`src/hw/rtl/ogf_ram.sv`:
```
module ogf_ram #(
   parameter int WIDTH = 8,
   parameter int DEPTH = 256
) (
   input  logic                     clock,
   input  logic                     wr_en,
   input  logic [$clog2(DEPTH)-1:0] wr_addr,
   input  logic [WIDTH-1:0]         wr_data,
   input  logic                     rd_en,
   input  logic [$clog2(DEPTH)-1:0] rd_addr,
   output logic [WIDTH-1:0]         rd_data
);

   logic [WIDTH-1:0] mem_ff [DEPTH];
   logic [WIDTH-1:0] rd_data_ff;

   always_ff @(posedge clock) begin
      if (wr_en) begin
         mem_ff[wr_addr] <= wr_data;
      end
      if (rd_en) begin
         rd_data_ff <= mem_ff[rd_addr];
      end
   end

   assign rd_data = rd_data_ff;

endmodule

```
`config.mk`:
```
export PLATFORM = sky130hd
export DESIGN_NAME = ogf_ram
export DESIGN_NICKNAME = d
export VERILOG_FILES = /design/src/hw/rtl/ogf_ram.sv
export SDC_FILE = /design/constraint.sdc
export NUM_CORES = 2
export LEC_CHECK = 0
export BUFFER_PORTS_ARGS = -buffer_cell sky130_fd_sc_hd__buf_2
export CAP_MARGIN = 20
export CORE_ASPECT_RATIO = 1.75
export CORE_MARGIN = 2
export CORE_UTILIZATION = 40
export CTS_BUF_LIST = sky130_fd_sc_hd__clkbuf_8
export DETAILED_ROUTE_END_ITERATION = 8
export PLACE_DENSITY_LB_ADDON = 0.08
export SLEW_MARGIN = 10
export SYNTH_ARGS = -nofsm -noshare
export SYNTH_HDL_FRONTEND = slang
export SYNTH_SLANG_ARGS = --single-unit
```
`constraint.sdc`:
```
create_clock -name clock -period 2.95 [get_ports clock]
set_input_delay 0.295 -clock clock [delete_from_list [all_inputs] [get_ports clock]]
set_output_delay 0.295 -clock clock [all_outputs]
set_load 0.1 [all_outputs]
```
==> impl_metrics.json <==
{
  "cap_viol_max_count": 0,
  "cts.sinks": 2056,
  "ys_warn_count": 0,
  "grt_max_degree": 112,
  "antenna_found_initial": 12,
  "num_vias": 40300,
  "pwr-share-clk": 0.374,
  "r2r-end": "rd_data[0]",
  "grt_pass1_vias": 43200,
  "slowest_delay_ns": 0.62,
  "max-vdd-ir-drop_mv": 0.437,
  "startpoint": "mem_ff[86][0]",
  "hold_path_end": "mem_ff[220][2]",
  "synth_async_sr_flop_share": 0,
  "maxSlewHeadroom": 0.202,
  "timing.rr.start": "mem_ff[86][0]",
  "synth_most_common_cell": "edfxtp_1",
  "crit_type": "flop to flop",
  "synthToLayoutAreaGrowth_pct": 17.1,
  "die_area_sq_um": 203000,
  "final_area_sq_um": 93300,
  "fin_hold_ws_ns": 0.0608,
  "stdcell_count": 7345,
  "yosys.area.top_type": "edfxtp_1",
  "post_cts_buffers": 0,
  "cts.path.max_buffers": 4,
  "clk_latency_ns": 0.94,
  "root_buffer": "clkbuf_8",
  "multi_input_area_sq_um": 16600,
  "pre_cts_ws_ns": -0.933,
  "yosysUniqueCellTypes": 54,
  "ys_seq_area_frac": 0.775,
  "p_leak_nw": 30.3,
  "synthFlopType": "edfxtp_1",
  "overflow": 0,
  "status": "complete, no violations",
  "netlist_area_sq_um": 79600,
  "rows": 216,
  "intPower_mw": 44.1,
  "r2r_slack_ns": 0.10,
  "clk_pin_slew_ns": 0.07,
  "rsz0062_at_grt": "no",
  "synth-seq-cells": 2056,
  "power_switching_share": 0.229,
  "drive_above_1_share": 0.328,
  "drv_slew": 0,
  "dr.pass1.iters": 5,
  "vias_per_cell": 5.49,
  "hold_viol_final": 0,
  "p_total_mw": 57.3,
  "cts-htree-levels": 5,
  "drtIter0Drc": 3230,
  "place_congestion": 0.831,
  "fin_ws_ns": 0.102,
  "cp-start-kind": "flop",
  "crit_chain": "mux4_2 > mux4_2 > nor2b_1 > nor4_1 > buf_4 > nor4_2",
  "synth_nets": 3760,
  "cp_max_fo": 1,
  "power_frac_comb": 0.063,
  "grt_pass1_wl_microns": 327000,
  "worstHoldPathCells": 4,
  "yosysTopAreaCellShare": 0.775,
  "timing.final.crit_share": 0.965,
  "io_pins": 35,
  "postPlaceCellArea_sq_um": 87700,
  "critPathRequiredTime_ns": 3.64,
  "powerDensity_nw_per_um2": 614,
  "cp.arrival_ns": 3.54,
  "synthCells": 3733,
  "worst_path_max_delay_cell": "mux4_2",
  "clock-skew-final_ns": 0.0425,
  "final-setup-viol-count": 0,
  "post-route-util": 0.471,
  "p_switching_mw": 13.1,
  "initial_core_util": 0.403,
  "drtAntennaViolNets": 0,
  "wl_per_cell_microns": 31.4,
  "dpl.cell_count": 6804,
  "die_width_microns": 341,
  "synth_area_leaders": "edfxtp_1 (78%), mux4_2 (13%), mux2i_1 (1.7%)",
  "fillers": 16800,
  "portBuffers": 34,
  "reg2regPathDepth": 6,
  "hp-start": "wr_addr[2]",
  "die-height_microns": 594,
  "regArea_sq_um": 61700,
  "period_minus_slack_ns": 2.85,
  "route.detailed.drc": 0,
  "hpwl_microns": 156000,
  "p_seq_frac": 0.563,
  "synthTopCellsByCount": "edfxtp_1 (2,056), mux4_2 (454), nor2_1 (282), mux2i_1 (134), a22oi_1 (133)",
  "hold_path_class": "primary input to flop",
  "synth.avg_cell_area_sq_um": 21.3,
  "setup_tns_ns": 0,
  "core_sq_um": 198000,
  "synth-edff-count": 2056,
  "totalWireLength_microns": 231000,
  "cts_tree": "yes",
  "cts_buffers": 306,
  "worstMarginPinSlew_ns": 1.20,
  "nNetsFinal": 4532,
  "grtUsageTotal": 0.228,
  "cp_common_cell": "mux4_2",
  "fmax_mhz": 351,
  "end_kind": "flop"
}
==> worst max-delay path: cells and delay by family, from the launching register on <==
kind | cells | cell delay, ns
flops | 1 | 0.37
simple gates | 3 | 0.79
buf+inv | 1 | 0.26
mux | 2 | 1.17
==> power by group through the flow <==
stage                     Sequential, mW  Combinational (mW)  Clock, mW
after floorplan                     33.0                1.56          0
after CTS                           32.2                3.68       22.1
after detailed placement            32.9                3.66          0
final                               32.2                3.58       21.4
after global routing                32.2                3.78       23.2
after global placement              32.9                3.63          0
==> repair_timing <==
action,in CTS,in global routing
resized for setup,4,0
endpoints found under the setup margin,3,0
hold buffers,9,0
endpoints found under the hold margin,568,0
==> layer usage <==
metal  GRT usage  part of all wire  wire (microns)
met1       0.263              0.37           85200
met2       0.432              0.56          129000
met3      0.0342             0.042            9620
met4      0.0677             0.028            6430
met5           0           0.00029              68
==> layout make-up <==
type                            instances  share of cell area
Antenna cell                            9            0.000241
Clock buffer                          317              0.0468
Clock inverter                        206              0.0112
Inverter                                2           0.0000805
Multi-Input combinational cell       1442               0.178
Sequential cell                      2056               0.662
Tap cell                             2616              0.0351
Timing Repair Buffer                  697              0.0669
==> how the worst max path moves through the flow <==
stage               slack, ns    endpoint
floorplan                0.58  rd_data[2]
global placement        -1.20  rd_data[2]
detailed placement      -0.93  rd_data[3]
CTS                      0.02  rd_data[0]
global route             0.04  rd_data[1]
finish                   0.10  rd_data[0]
==> registers in the layout, summed over array words and instances (netlist names) <==
register	cells
rd_data	8
mem_ff	2048
==> placed cells by master, fill, tap and decap left out, drive strengths merged, types with 4 or more instances in the layout <==
cell,count
edfxtp,2056
buf,688
mux4,456
clkbuf,317
nor2,282
mux2i,134
a22oi,133
clkinv,106
a21oi,96
inv,89
o221ai,47
nand3,34
nand2,33
nor2b,31
o22ai,28
nor4,27
nor3,22
a211oi,16
a221oi,14
o21ai,12
nand4,10
o211ai,10
diode,9
dlygate4sd3,9
nand2b,8
a22o,8
bufinv,7
clkinvlp,6
and2,6
o22a,5
o32ai,5
a2111oi,5
or2,4
==> cell families (layout without fill, tap and decap cells) <==
| family | after synthesis | after routing | synth area share |
|---|---|---|---|
| AO/OA/AOI/OAI | 385 | 385 | 0.0342 |
| buffers and inverters | 235 | 1222 | 0.0183 |
| flip-flops | 2056 | 2056 | 0.775 |
| multiplexers | 591 | 591 | 0.146 |
| other | 0 | 9 | 0 |
| AND/OR/NAND/NOR | 466 | 466 | 0.0263 |
Note: power is estimated with default switching activity, not from simulation.
